### src/design/b64enc_pkg.sv
// Shared types, constants and the alphabet mapping of the Base64 stream encoder.
package b64enc_pkg;

  localparam int unsigned LINE_W      = 10;
  localparam int unsigned BYTE_W      = 8;
  localparam int unsigned CHAR_W      = 7;
  localparam int unsigned SLOTS       = 4;
  localparam int unsigned QUEUE_DEPTH = 2;

  localparam logic [CHAR_W-1:0] PAD_CHAR     = 7'h3d;
  localparam logic [CHAR_W-1:0] NEWLINE_CHAR = 7'h0a;

  // Leftover bit count, coded
  typedef enum logic [1:0] {
    LEFT_NONE = 2'd0,
    LEFT_TWO  = 2'd1,
    LEFT_FOUR = 2'd2
  } left_e;

  // One queue entry: the characters that a single input byte produces
  typedef struct packed {
    logic [SLOTS-1:0][CHAR_W-1:0] chars;
    logic [2:0]                   count;  // 1 to 4 valid slots, from slot 0
    logic                         eom;
  } entry_t;

  function automatic logic [CHAR_W-1:0] sextet_to_char(input logic [5:0] v);
    logic [CHAR_W-1:0] w;
    logic [CHAR_W-1:0] c;
    w = {1'b0, v};
    if (v < 6'd26) begin
      c = w + 7'd65;
    end else if (v < 6'd52) begin
      c = w + 7'd71;   // 'a' - 26
    end else if (v < 6'd62) begin
      c = w - 7'd4;    // '0' - 52
    end else if (v == 6'd62) begin
      c = 7'h2b;
    end else begin
      c = 7'h2f;
    end
    return c;
  endfunction

endpackage

### src/design/b64enc_front.sv
// Front end: packs bytes into sextets, flushes and pads at message end, builds queue entries.
module b64enc_front (
  input  logic               clk_i,
  input  logic               rst_ni,
  input  logic               in_valid_i,
  output logic               in_ready_o,
  input  logic [7:0]         in_byte_i,
  input  logic               in_eom_i,
  output logic               push_o,
  output b64enc_pkg::entry_t push_entry_o,
  input  logic               full_i
);
  import b64enc_pkg::*;

  left_e       left_cnt_q, left_cnt_d;
  logic [3:0]  left_bits_q, left_bits_d;
  logic [1:0]  mod4_q, mod4_d;

  logic        accept;
  logic [5:0]  c0, c1, flush;
  logic [2:0]  n_data, n_chars, n_pad;
  logic [1:0]  mod_after;
  logic        has_flush;

  assign in_ready_o = !full_i;
  assign accept     = in_valid_i && !full_i;
  assign push_o     = accept;

  always_comb begin
    c0          = in_byte_i[7:2];
    c1          = in_byte_i[5:0];
    left_bits_d = {2'b00, in_byte_i[1:0]};
    left_cnt_d  = LEFT_TWO;
    n_data      = 3'd1;
    unique case (left_cnt_q)
      LEFT_NONE: begin
        c0          = in_byte_i[7:2];
        left_bits_d = {2'b00, in_byte_i[1:0]};
        left_cnt_d  = LEFT_TWO;
      end
      LEFT_TWO: begin
        c0          = {left_bits_q[1:0], in_byte_i[7:4]};
        left_bits_d = in_byte_i[3:0];
        left_cnt_d  = LEFT_FOUR;
      end
      LEFT_FOUR: begin
        c0          = {left_bits_q, in_byte_i[7:6]};
        left_bits_d = 4'd0;
        left_cnt_d  = LEFT_NONE;
        n_data      = 3'd2;
      end
      default: begin
        c0          = in_byte_i[7:2];
        left_bits_d = {2'b00, in_byte_i[1:0]};
        left_cnt_d  = LEFT_TWO;
      end
    endcase

    // zero-filled trailing sextet
    flush     = (left_cnt_d == LEFT_FOUR) ? {left_bits_d, 2'b00} : {left_bits_d[1:0], 4'b0000};
    has_flush = in_eom_i && (left_cnt_d != LEFT_NONE);
    mod_after = mod4_q + n_data[1:0] + {1'b0, has_flush};
    n_pad     = in_eom_i ? {1'b0, 2'd0 - mod_after} : 3'd0;
    n_chars   = n_data + {2'b00, has_flush} + n_pad;

    push_entry_o.chars[0] = sextet_to_char(c0);
    push_entry_o.chars[1] = (n_data == 3'd2) ? sextet_to_char(c1)
                          : (has_flush ? sextet_to_char(flush) : PAD_CHAR);
    push_entry_o.chars[2] = PAD_CHAR;
    push_entry_o.chars[3] = PAD_CHAR;
    push_entry_o.count    = n_chars;
    push_entry_o.eom      = in_eom_i;

    mod4_d = in_eom_i ? 2'd0 : mod_after;
    if (in_eom_i) begin
      left_cnt_d  = LEFT_NONE;
      left_bits_d = 4'd0;
    end
  end

  always_ff @(posedge clk_i or negedge rst_ni) begin
    if (!rst_ni) begin
      left_cnt_q  <= LEFT_NONE;
      left_bits_q <= 4'd0;
      mod4_q      <= 2'd0;
    end else if (accept) begin
      left_cnt_q  <= left_cnt_d;
      left_bits_q <= left_bits_d;
      mod4_q      <= mod4_d;
    end
  end

  a_count_range: assert property (@(posedge clk_i) disable iff (!rst_ni)
    push_o |-> (push_entry_o.count != 3'd0 && push_entry_o.count <= 3'd4))
    else $error("entry count out of range");

  a_end_clears: assert property (@(posedge clk_i) disable iff (!rst_ni)
    (accept && in_eom_i) |=> (left_cnt_q == LEFT_NONE && mod4_q == 2'd0))
    else $error("state not cleared after message end");

  a_unused_bits: assert property (@(posedge clk_i) disable iff (!rst_ni)
    (left_cnt_q == LEFT_NONE) |-> (left_bits_q == 4'd0))
    else $error("stale leftover bits");

endmodule

### src/design/b64enc_fifo.sv
// Small flop-based queue between the front and back ends.
module b64enc_fifo #(
  parameter int unsigned Width = 8,
  parameter int unsigned Depth = 2
) (
  input  logic             clk_i,
  input  logic             rst_ni,
  input  logic             push_i,
  input  logic [Width-1:0] wdata_i,
  input  logic             pop_i,
  output logic [Width-1:0] rdata_o,
  output logic             empty_o,
  output logic             full_o
);
  localparam int unsigned PtrW = (Depth > 1) ? $clog2(Depth) : 1;
  localparam int unsigned CntW = $clog2(Depth + 1);

  logic [Width-1:0] mem_q [Depth];
  logic [PtrW-1:0]  wr_ptr_q, wr_ptr_d, rd_ptr_q, rd_ptr_d;
  logic [CntW-1:0]  count_q, count_d;

  assign empty_o = (count_q == '0);
  assign full_o  = (count_q == CntW'(Depth));
  assign rdata_o = mem_q[rd_ptr_q];

  always_comb begin
    wr_ptr_d = wr_ptr_q;
    rd_ptr_d = rd_ptr_q;
    count_d  = count_q;
    if (push_i) begin
      wr_ptr_d = (wr_ptr_q == PtrW'(Depth - 1)) ? '0 : wr_ptr_q + 1'b1;
    end
    if (pop_i) begin
      rd_ptr_d = (rd_ptr_q == PtrW'(Depth - 1)) ? '0 : rd_ptr_q + 1'b1;
    end
    if (push_i && !pop_i) begin
      count_d = count_q + 1'b1;
    end else if (pop_i && !push_i) begin
      count_d = count_q - 1'b1;
    end
  end

  always_ff @(posedge clk_i or negedge rst_ni) begin
    if (!rst_ni) begin
      wr_ptr_q <= '0;
      rd_ptr_q <= '0;
      count_q  <= '0;
    end else begin
      wr_ptr_q <= wr_ptr_d;
      rd_ptr_q <= rd_ptr_d;
      count_q  <= count_d;
    end
  end

  always_ff @(posedge clk_i) begin
    if (push_i) begin
      mem_q[wr_ptr_q] <= wdata_i;
    end
  end

  a_no_overflow: assert property (@(posedge clk_i) disable iff (!rst_ni)
    !(push_i && full_o))
    else $error("push into full queue");

  a_no_underflow: assert property (@(posedge clk_i) disable iff (!rst_ni)
    !(pop_i && empty_o))
    else $error("pop from empty queue");

  a_count_bound: assert property (@(posedge clk_i) disable iff (!rst_ni)
    count_q <= CntW'(Depth))
    else $error("queue count past depth");

endmodule

### src/design/b64enc_back.sv
// Back end: emits head characters one per cycle unless stalled, inserting newlines.
module b64enc_back (
  input  logic                          clk_i,
  input  logic                          rst_ni,
  input  logic [b64enc_pkg::LINE_W-1:0] line_length_i,
  input  b64enc_pkg::entry_t            head_i,
  input  logic                          empty_i,
  output logic                          pop_o,
  output logic                          out_valid_o,
  input  logic                          out_ready_i,
  output logic [b64enc_pkg::CHAR_W-1:0] out_char_o,
  output logic                          out_last_o
);
  import b64enc_pkg::*;

  logic [1:0]        pos_q, pos_d;
  logic [LINE_W-1:0] col_q, col_d;
  logic              valid_q, valid_d;
  logic [CHAR_W-1:0] char_q, char_d;
  logic              last_q, last_d;

  logic load, need_nl, final_slot;

  assign load       = (!valid_q || out_ready_i) && !empty_i;
  assign need_nl    = (line_length_i != '0) && (col_q >= line_length_i);
  assign final_slot = ({1'b0, pos_q} == head_i.count - 3'd1);

  always_comb begin
    pos_d   = pos_q;
    col_d   = col_q;
    char_d  = char_q;
    last_d  = last_q;
    valid_d = valid_q && !out_ready_i;
    pop_o   = 1'b0;
    if (load) begin
      valid_d = 1'b1;
      if (need_nl) begin
        char_d = NEWLINE_CHAR;
        last_d = 1'b0;
        col_d  = '0;
      end else begin
        char_d = head_i.chars[pos_q];
        last_d = head_i.eom && final_slot;
        col_d  = last_d ? '0 : col_q + 1'b1;
        if (final_slot) begin
          pos_d = 2'd0;
          pop_o = 1'b1;
        end else begin
          pos_d = pos_q + 2'd1;
        end
      end
    end
  end

  always_ff @(posedge clk_i or negedge rst_ni) begin
    if (!rst_ni) begin
      pos_q   <= 2'd0;
      col_q   <= '0;
      valid_q <= 1'b0;
    end else begin
      pos_q   <= pos_d;
      col_q   <= col_d;
      valid_q <= valid_d;
    end
  end

  always_ff @(posedge clk_i) begin
    char_q <= char_d;
    last_q <= last_d;
  end

  assign out_valid_o = valid_q;
  assign out_char_o  = char_q;
  assign out_last_o  = last_q;

  a_last_not_nl: assert property (@(posedge clk_i) disable iff (!rst_ni)
    (valid_q && last_q) |-> (char_q != NEWLINE_CHAR))
    else $error("newline flagged as last character");

  a_pos_in_entry: assert property (@(posedge clk_i) disable iff (!rst_ni)
    !empty_i |-> ({1'b0, pos_q} < head_i.count))
    else $error("slot index past entry count");

  a_last_resets_col: assert property (@(posedge clk_i) disable iff (!rst_ni)
    (load && last_d) |=> (col_q == '0 && pos_q == 2'd0))
    else $error("column not cleared after message end");

endmodule

### src/design/base64_stream_encoder_unit.sv
// Top level of the Base64 stream encoder with optional line wrapping.
//
//  Channel   Direction  Payload
//  s_axis    in         tdata[7:0] = data_byte, tlast = end_of_message
//  m_axis    out        tdata[6:0] = out_char (tdata[7] = 0), tlast = last_char
//  cfg       in         cfg_wdata_i[9:0] = line_length, written when cfg_we_i is high
//
// Output runs at one character per cycle when not stalled; a byte gives 1 to 4
// characters plus any newlines, so the single character register on m_axis
// bounds the sustained input. The front end takes a byte every cycle while the
// entry queue has room; output stalls back up only through the queue.
// Reset is asynchronous and takes effect at once; there is no clearing pass.
module base64_stream_encoder_unit #(
  parameter int unsigned QueueDepth = b64enc_pkg::QUEUE_DEPTH
) (
  input  logic       clk_i,
  input  logic       rst_ni,
  input  logic       cfg_we_i,
  input  logic [9:0] cfg_wdata_i,   // line_length
  input  logic       s_axis_tvalid,
  output logic       s_axis_tready,
  input  logic [7:0] s_axis_tdata,  // [7:0] data_byte
  input  logic       s_axis_tlast,
  output logic       m_axis_tvalid,
  input  logic       m_axis_tready,
  output logic [7:0] m_axis_tdata,  // [6:0] out_char, [7] zero
  output logic       m_axis_tlast
);
  import b64enc_pkg::*;

  logic [LINE_W-1:0] line_length_q;
  logic              push, pop, empty, full;
  entry_t            push_entry, head;
  logic [CHAR_W-1:0] out_char;

  always_ff @(posedge clk_i or negedge rst_ni) begin
    if (!rst_ni) begin
      line_length_q <= '0;
    end else if (cfg_we_i) begin
      line_length_q <= cfg_wdata_i;
    end
  end

  b64enc_front u_front (
    .clk_i        (clk_i),
    .rst_ni       (rst_ni),
    .in_valid_i   (s_axis_tvalid),
    .in_ready_o   (s_axis_tready),
    .in_byte_i    (s_axis_tdata),
    .in_eom_i     (s_axis_tlast),
    .push_o       (push),
    .push_entry_o (push_entry),
    .full_i       (full)
  );

  b64enc_fifo #(
    .Width ($bits(entry_t)),
    .Depth (QueueDepth)
  ) u_fifo (
    .clk_i   (clk_i),
    .rst_ni  (rst_ni),
    .push_i  (push),
    .wdata_i (push_entry),
    .pop_i   (pop),
    .rdata_o (head),
    .empty_o (empty),
    .full_o  (full)
  );

  b64enc_back u_back (
    .clk_i         (clk_i),
    .rst_ni        (rst_ni),
    .line_length_i (line_length_q),
    .head_i        (head),
    .empty_i       (empty),
    .pop_o         (pop),
    .out_valid_o   (m_axis_tvalid),
    .out_ready_i   (m_axis_tready),
    .out_char_o    (out_char),
    .out_last_o    (m_axis_tlast)
  );

  assign m_axis_tdata = {1'b0, out_char};

endmodule

### config.mk
export PLATFORM = sky130hd
export DESIGN_NAME = base64_stream_encoder_unit
export DESIGN_NICKNAME = d
export VERILOG_FILES = /design/src/design/b64enc_pkg.sv /design/src/design/b64enc_front.sv /design/src/design/b64enc_fifo.sv /design/src/design/b64enc_back.sv /design/src/design/base64_stream_encoder_unit.sv
export SDC_FILE = /design/constraint.sdc
export NUM_CORES = 1
export LEC_CHECK = 0
export ABC_AREA = 0
export BUFFER_PORTS_ARGS = -buffer_cell sky130_fd_sc_hd__buf_2
export CAP_MARGIN = 5
export CORE_MARGIN = 2
export CORE_UTILIZATION = 50
export CTS_CLUSTER_DIAMETER = 50
export CTS_CLUSTER_SIZE = 25
export DETAILED_ROUTE_END_ITERATION = 6
export HOLD_SLACK_MARGIN = 0.08
export MAX_ROUTING_LAYER = met4
export PLACE_DENSITY = 0.71
export SLEW_MARGIN = 10
export SYNTH_ARGS = -nofsm -noshare
export SYNTH_HDL_FRONTEND = slang
export SYNTH_SLANG_ARGS = --single-unit
export TNS_END_PERCENT = 50
### constraint.sdc
create_clock -name clk_i -period 5.6 [get_ports clk_i]
set_input_delay 0.28 -clock clk_i [delete_from_list [all_inputs] [get_ports clk_i]]
set_output_delay 0.28 -clock clk_i [all_outputs]
set_load 0.05 [all_outputs]
==> flow_metrics.env, run 1 <==
export IMPL_status="finished, final reports clean"
export IMPL_ys_flop_type="edfxtp_1"
export IMPL_nFillCells=799
export IMPL_finalMaxSlewViolations=0
export IMPL_cts_max_level=3
export IMPL_drive_gt1_share_pct=15.0
export IMPL_yosys_area_top_type_share_pct=27.6
export IMPL_synth_edff_count=44
export IMPL_switching_power_mw=1.49
export IMPL_hold_end="line_length_q[1]"
export IMPL_synth_fp_nets=522
export IMPL_pwr_share_seq_pct=33.5
export IMPL_worstPathArrival_ns=3.54
export IMPL_clock_skew_ns=0.0166
export IMPL_via_per_inst=5.69
export IMPL_syn_inst=463
export IMPL_track_usage_pct=20.9
export IMPL_path_class="flip-flop to flip-flop"
export IMPL_synth_top_cells_by_area="edfxtp_1 (28%), dfrtp_1 (18%), ha_1 (8.4%)"
export IMPL_vias=3538
export IMPL_dp_hpwl_um=7080
export IMPL_p_int_mw=1.84
export IMPL_vdd_drop_max_mv=0.282
export IMPL_synthArstFlopShare_pct=44.3
export IMPL_ant_nets=0
export IMPL_rsz0062_at_grt="false"
export IMPL_ys_types=62
export IMPL_cts_clk_slew_worst_paths_ns=0.09
export IMPL_start_util_pct=51.6
export IMPL_gp_congestion=0.863
export IMPL_syn2layout_area_growth_pct=9.49
export IMPL_worst_r2r_path_depth=9
export IMPL_multi_input_area_um2=2340
export IMPL_clock_latency_ns=0.35
export IMPL_grt_pass1_vias=3455
export IMPL_synth_area_per_cell_um2=10.3
export IMPL_yosysSeqAreaShare_pct=45.9
export IMPL_required_ns=5.85
export IMPL_comb_power_share_pct=53.2
export IMPL_critPathLaunchType="flip-flop"
export IMPL_first_iter_violations=248
export IMPL_hp_start="cfg_wdata_i[1]"
export IMPL_r2r_end="u_fifo.count_q[1]"
export IMPL_cts_resized=0
export IMPL_final_nets=547
export IMPL_yosysWarnings=0
export IMPL_totalWireLength_um=9600
export IMPL_hold_class="input pin to flip-flop"
export IMPL_worst_pin_slew_ns=0.856
export IMPL_core_um2=9280
export IMPL_grt_start_max_net_pins=36
export IMPL_cts_buffers_inserted=9
export IMPL_setup_viol=0
export IMPL_cts_sinks=79
export IMPL_die_h_um=102
export IMPL_diodes=0
export IMPL_hold_viol_final=0
export IMPL_power_per_cell_area_nw_per_um2=635
export IMPL_wl_per_cell_um=15.4
export IMPL_worstPathMaxFanout=12
export IMPL_cts_buffer_depth=2
export IMPL_sw_frac_of_total_pct=44.6
export IMPL_portBuffers=33
export IMPL_hold_ws_ns=0.132
export IMPL_ys_ff_latch=79
export IMPL_grt_pass1_wl_um=16500
export IMPL_syn_area_um2=4790
export IMPL_finalCriticalPeriod_ns=3.28
export IMPL_setup_tns_ns=0
export IMPL_max_slew_margin_rel_pct=42.9
export IMPL_final_period_utilization_pct=58.6
export IMPL_leakage_nw=2.17
export IMPL_cap_violations=0
export IMPL_crit_path_end_kind="flip-flop"
export IMPL_fin_area_um2=5240
export IMPL_hold_depth=3
export IMPL_drc_errors=0
export IMPL_dieWidth_um=102
export IMPL_antenna_found_initial=0
export IMPL_dp_slack_ns=2.33
export IMPL_final_seq_area_um2=2200
export IMPL_timing_fmax_mhz=305
export IMPL_worst_slack_ns=2.32
export IMPL_power_share_clock_pct=13.3
export IMPL_clockRootBuffer="clkbuf_8"
export IMPL_place_area_um2=5020
export IMPL_rrSetupSlack_ns=2.32
export IMPL_gr_total_overflow=0
export IMPL_reg2reg_from="u_fifo.rd_ptr_q"
export IMPL_dr_pass1_iters=5
export IMPL_rows=35
export IMPL_cts_tree="yes"
export IMPL_dieArea_um2=10400
export IMPL_ios=35
export IMPL_yosysTopAreaCell="edfxtp_1"
## layout by cell type (no fill, tap or decap), types with 7 or more instances in the layout
| cell | count |
|---|---|
| a21oi_1 | 21 |
| dfrtp_1 | 35 |
| nand2_1 | 46 |
| ha_1 | 32 |
| xnor2_1 | 8 |
| o21ai_0 | 38 |
| a221o_1 | 9 |
| nand3_1 | 9 |
| nor2_1 | 30 |
| edfxtp_1 | 44 |
| mux2i_1 | 8 |
| buf_2 | 33 |
| inv_1 | 36 |
| nor3_1 | 12 |
| clkbuf_8 | 9 |
| mux4_2 | 7 |
## worst max-delay path: stages, from the launching register on
cell and delay (ns):
dfrtp_1 0.84, mux2i_4 0.41, ha_1 0.31, xnor2_1 0.18
or3_1 0.40, or3_4 0.38, ha_1 0.20, xor2_1 0.14
nor2_1 0.13, xor2_1 0.20
## cells by family after synthesis
family	Yosys count	share of synthesized area (%)
compound gates	122	16.8
xor+xnor	13	2.53
fa+ha+maj	35	9.62
buf+inv	59	5.20
flops	79	45.9
mux	19	6.14
other cells	1	0.0783
simple gates	135	13.7
## cell usage after synthesis, types with 9 or more instances
| library cell | count |
|---|---|
| a221o_1 | 9 |
| nor2_1 | 30 |
| a21oi_1 | 21 |
| ha_1 | 32 |
| nor3_1 | 12 |
| clkbuf_1 | 12 |
| inv_1 | 36 |
| edfxtp_1 | 44 |
| nand3_1 | 9 |
| dfrtp_1 | 35 |
| o21ai_0 | 38 |
| nand2_1 | 46 |
## cell type report
class                           instances  area share [%]
Multi-Input combinational cell        325            44.7
Sequential cell                        79            41.9
Timing Repair Buffer                   37            3.77
Tap cell                              129            3.08
Inverter                               36            2.58
Clock buffer                            9            2.36
Clock inverter                          7            1.62
## power by group through the flow
stage          clock network (mW)  logic (mW)  registers [mW]
3_3_place_gp                    0        1.69            1.12
3_5_place_dp                    0        1.74            1.13
2_1_floorplan                   0        1.33            1.17
6_report                    0.442        1.77            1.12
4_1_cts                     0.454        1.75            1.12
5_1_grt                     0.479        1.98            1.15
## registers in the layout, indices dropped and copies added (netlist names)
| register | count |
|---|---|
| u_back.out_last_o | 1 |
| u_fifo.rd_ptr_q | 1 |
| u_back.col_q | 10 |
| u_back.out_valid_o | 1 |
| u_back.out_char_o | 7 |
| u_front.mod4_q | 2 |
| u_fifo.count_q | 2 |
| u_front.left_cnt_q | 2 |
| u_fifo.wr_ptr_q | 1 |
| u_fifo.mem_q | 36 |
| line_length_q | 10 |
| u_front.left_bits_q | 4 |
| u_back.pos_q | 2 |
## per-stage QoR
| stage | power (mW) | utilization (%) | std cells |
|---|---|---|---|
| finish | 3.33 | 56.5 | 622 |
| floorplan | 2.51 | - | 463 |
| CTS | 3.33 | 56.5 | 622 |
| global placement | 2.81 | 54.1 | 605 |
| global route | 3.60 | 56.5 | 622 |
| detailed placement | 2.87 | 54.1 | 605 |
## worst max-delay path by stage
| stage | from | end | cells after the start |
|---|---|---|---|
| CTS | u_fifo.rd_ptr_q | u_fifo.count_q[1] | 9 |
| global placement | u_front.left_cnt_q[0] | u_fifo.mem_q[0][2] | 10 |
| finish | u_fifo.rd_ptr_q | u_fifo.count_q[1] | 9 |
| floorplan | u_front.left_cnt_q[0] | u_fifo.mem_q[0][16] | 12 |
| global route | u_front.left_cnt_q[0] | u_fifo.mem_q[1][7] | 11 |
| detailed placement | u_front.left_cnt_q[0] | u_fifo.mem_q[0][2] | 10 |
## layer usage
| layer | GRT usage [%] | vias up | routed length [um] |
|---|---|---|---|
| met5 | - | - | 0 |
| met4 | 5.33 | 0 | 67 |
| met3 | 4.24 | 4 | 429 |
| met2 | 33.5 | 97 | 4680 |
| met1 | 27.3 | 1693 | 4420 |
| li1 | - | 1744 | - |
## repair_timing
item / in CTS / in global routing
buffers inserted: 0 / 0
hold buffers: 1 / 0
hold endpoints to repair: 35 / 0
Note: power is estimated with default switching activity, not from simulation.
==> run 2, diff against run 1 <==
- ABC_AREA: 0 -> 1
- clock period: 5.6 -> 3.4 ns (I/O delays scaled with it)
==> run 2 against run 1 <==
Against the previous run: global-route usage grew 0.83 points; routed wire length grew 14%; utilization grew 1.3 points; count of clock-buffer cells in the layout grew 1; sequential cell count is the same; largest power group unchanged; critical endpoint is now u_fifo.mem_q[0][16]; clock power grew 62%; die area grew 4.6%; fmax grew 8.9%; final cell count grew 27%; sequential share of layout area shrank 3.0 points; critical path type unchanged.
==> flow_metrics.env, run 2 <==
export IMPL_status="finished, final reports clean"
export IMPL_grt_pass1_wl_um=18700
export IMPL_rsz0062_at_grt="false"
export IMPL_synthArstFlopShare_pct=44.3
export IMPL_cap_violations=0
export IMPL_leakage_nw=2.64
export IMPL_cts_sinks=79
export IMPL_path_class="flip-flop to flip-flop"
export IMPL_first_iter_violations=210
export IMPL_hold_ws_ns=0.192
export IMPL_final_period_utilization_pct=88.7
export IMPL_ios=35
export IMPL_synth_common_cells="nand2_1 (148), inv_1 (71), nor2_1 (55)"
export IMPL_layout_commonest_cell="nand2_1"
export IMPL_gp_congestion=0.884
export IMPL_cts_setup_buffers=0
export IMPL_regMostFlops="u_fifo.mem_q"
export IMPL_cts_buffer_depth=2
export IMPL_clock_latency_ns=0.35
export IMPL_worstPathArrival_ns=3.11
export IMPL_hold_depth=3
export IMPL_ys_ff_latch=79
export IMPL_ant_nets=0
export IMPL_final_cell_mix="nand2_1 (148), inv_1 (71), nor2_1 (55)"
export IMPL_critPathMaxStageDelay_ns=0.48
export IMPL_synth_edff_count=44
export IMPL_clock_skew_ns=0.0125
export IMPL_crit_path_end_kind="flip-flop"
export IMPL_dr_pass1_iters=4
export IMPL_synth_top_cells_by_area="edfxtp_1 (26%), dfrtp_1 (17%), nand2_1 (11%)"
export IMPL_via_per_inst=5.26
export IMPL_synth_fp_nets=662
export IMPL_rows=36
export IMPL_yosysTopAreaCell="edfxtp_1"
export IMPL_gr_total_overflow=0
export IMPL_crit_slowest_cell="ha_1"
export IMPL_yosysMostFrequentCell="nand2_1"
export IMPL_wl_per_cell_um=13.8
export IMPL_reg2reg_from="u_front.left_cnt_q[0]"
export IMPL_antenna_found_initial=0
export IMPL_finalMaxSlewViolations=0
export IMPL_grt_start_max_net_pins=36
export IMPL_ys_types=46
export IMPL_core_um2=9770
export IMPL_cts_buffers_inserted=9
export IMPL_timing_fmax_mhz=332
export IMPL_ys_flop_type="edfxtp_1"
export IMPL_critPathLaunchType="flip-flop"
export IMPL_syn2layout_area_growth_pct=12.5
export IMPL_cts_max_level=3
export IMPL_drc_errors=0
export IMPL_setup_tns_ns=0
export IMPL_crit_start="u_front.left_cnt_q[0]"
export IMPL_finalCriticalPeriod_ns=3.01
export IMPL_setup_viol=0
export IMPL_totalWireLength_um=10900
export IMPL_required_ns=3.50
export IMPL_yosysWarnings=0
export IMPL_diodes=0
export IMPL_max_slew_margin_rel_pct=45.3
export IMPL_worst_pin_slew_ns=0.820
export IMPL_final_nets=711
export IMPL_yosysSeqAreaShare_pct=43.8
export IMPL_portBuffers=33
export IMPL_cts_tree="yes"
export IMPL_hold_class="input pin to flip-flop"
export IMPL_reg_top3="u_fifo.mem_q (36), line_length_q (10), u_back.col_q (10)"
export IMPL_cp_cell_sequence="inv_1 > ha_1 > o21ai_1 > nor2_1 > inv_1 > nand2_1 > nand3_1 > inv_1 > ha_1 > a21oi_1 > nand3_1 > nand3_1 > nand2_1 > and2_1"
export IMPL_yosys_area_top_type_share_pct=26.3
export IMPL_drive_gt1_share_pct=12.9
export IMPL_die_h_um=104
export IMPL_dp_hpwl_um=8180
export IMPL_syn_inst=603
export IMPL_syn_area_um2=5020
export IMPL_start_util_pct=51.3
export IMPL_vias=4153
export IMPL_dieWidth_um=104
export IMPL_worst_r2r_path_depth=14
export IMPL_worstPathMaxFanout=8
export IMPL_largest_reg_flops=36
export IMPL_vdd_drop_max_mv=0.422
export IMPL_power_per_cell_area_nw_per_um2=935
export IMPL_synth_area_per_cell_um2=8.32
export IMPL_cts_clk_slew_worst_paths_ns=0.09
export IMPL_dieArea_um2=10900
export IMPL_hold_viol_final=0
export IMPL_track_usage_pct=21.7
export IMPL_grt_pass1_vias=3990
export IMPL_power_mw=5.28
export IMPL_hp_start="cfg_we_i"
export IMPL_fin_util_pct=57.8
export IMPL_clockRootBuffer="clkbuf_8"
## run 2: cell types whose count changed after synthesis, moves of 7 or more
cell	delta
nand2_1	+102
xor2_1	+11
o21ai_0	+11
nor3_1	-10
nand3_1	+27
nor2_1	+25
clkbuf_1	-8
inv_1	+35
a221o_1	-8
nand4_1	+7
mux4_2	-7
## run 2: area by class of cell
class / instances / area [um^2]
inverters: 75 / 284
well taps: 133 / 166
multi-input cells: 432 / 2430
repair buffers: 55 / 363
flip-flops and latches: 79 / 2200
fillers: 893 / 4130
clock inverters: 6 / 67.6
clock buffers: 10 / 138
## run 2: power breakdown
| group | total (mW) | switching, mW | leakage, nW | internal (mW) |
|---|---|---|---|---|
| Combinational | 2.85 | 1.92 | 1.69 | 0.933 |
| Sequential | 1.71 | 0.177 | 0.849 | 1.54 |
| Clock | 0.717 | 0.354 | 0.0993 | 0.363 |
| Total | 5.28 | 2.45 | 2.64 | 2.83 |
## run 2: what timing repair did
item                      4_1_cts  5_1_grt
gates resized for setup         0        0
hold endpoints to repair       47        0
hold buffers                   13        0
## run 2: cells by family (layout without fill, tap and decap cells)
family | count (synthesis) | count (layout) | share of synthesized area [%]
simple gates | 275 | 275 | 23.8
compound gates | 95 | 95 | 10.6
buf+inv | 92 | 146 | 7.75
flops | 79 | 79 | 43.8
fa+ha+maj | 35 | 35 | 9.17
xor+xnor | 24 | 24 | 4.34
mux | 2 | 2 | 0.399
other cells | 1 | 1 | 0.0747
## run 2: final timing paths
kind                                           to  slack, ns
min in group asynchronous        line_length_q[0]       0.44
max                           u_fifo.mem_q[0][16]       0.39
max reg2reg                   u_fifo.mem_q[0][16]       0.39
max in group asynchronous   u_front.left_cnt_q[1]       2.43
min                              line_length_q[4]       0.19
min reg2reg                u_front.left_bits_q[2]       0.51
## run 2: layer usage
layer	wire length, um	GRT usage [%]	up-vias
li1	-	-	2075
met1	4890	27.1	1955
met2	5330	36.1	94
met3	425	2.94	29
met4	289	8.01	0
met5	0	-	-
## run 2: worst max-delay path, delay by kind of cell (launching register included)
kind / cells / cell delay (ns)
buffers and inverters: 3 / 0.38
adders and majority gates: 2 / 0.78
DFF: 1 / 0.38
and+or+nand+nor: 7 / 0.84
AOI/OAI and AO/OA: 2 / 0.37
## run 2: stage by stage
stage	cell area [um^2]	setup WS (ns)	std cells
floorplan	5020	0.423	603
global placement	5310	0.628	761
detailed placement	5310	0.422	761
CTS	5650	0.410	790
global route	5650	0.0789	790
finish	5650	0.386	790
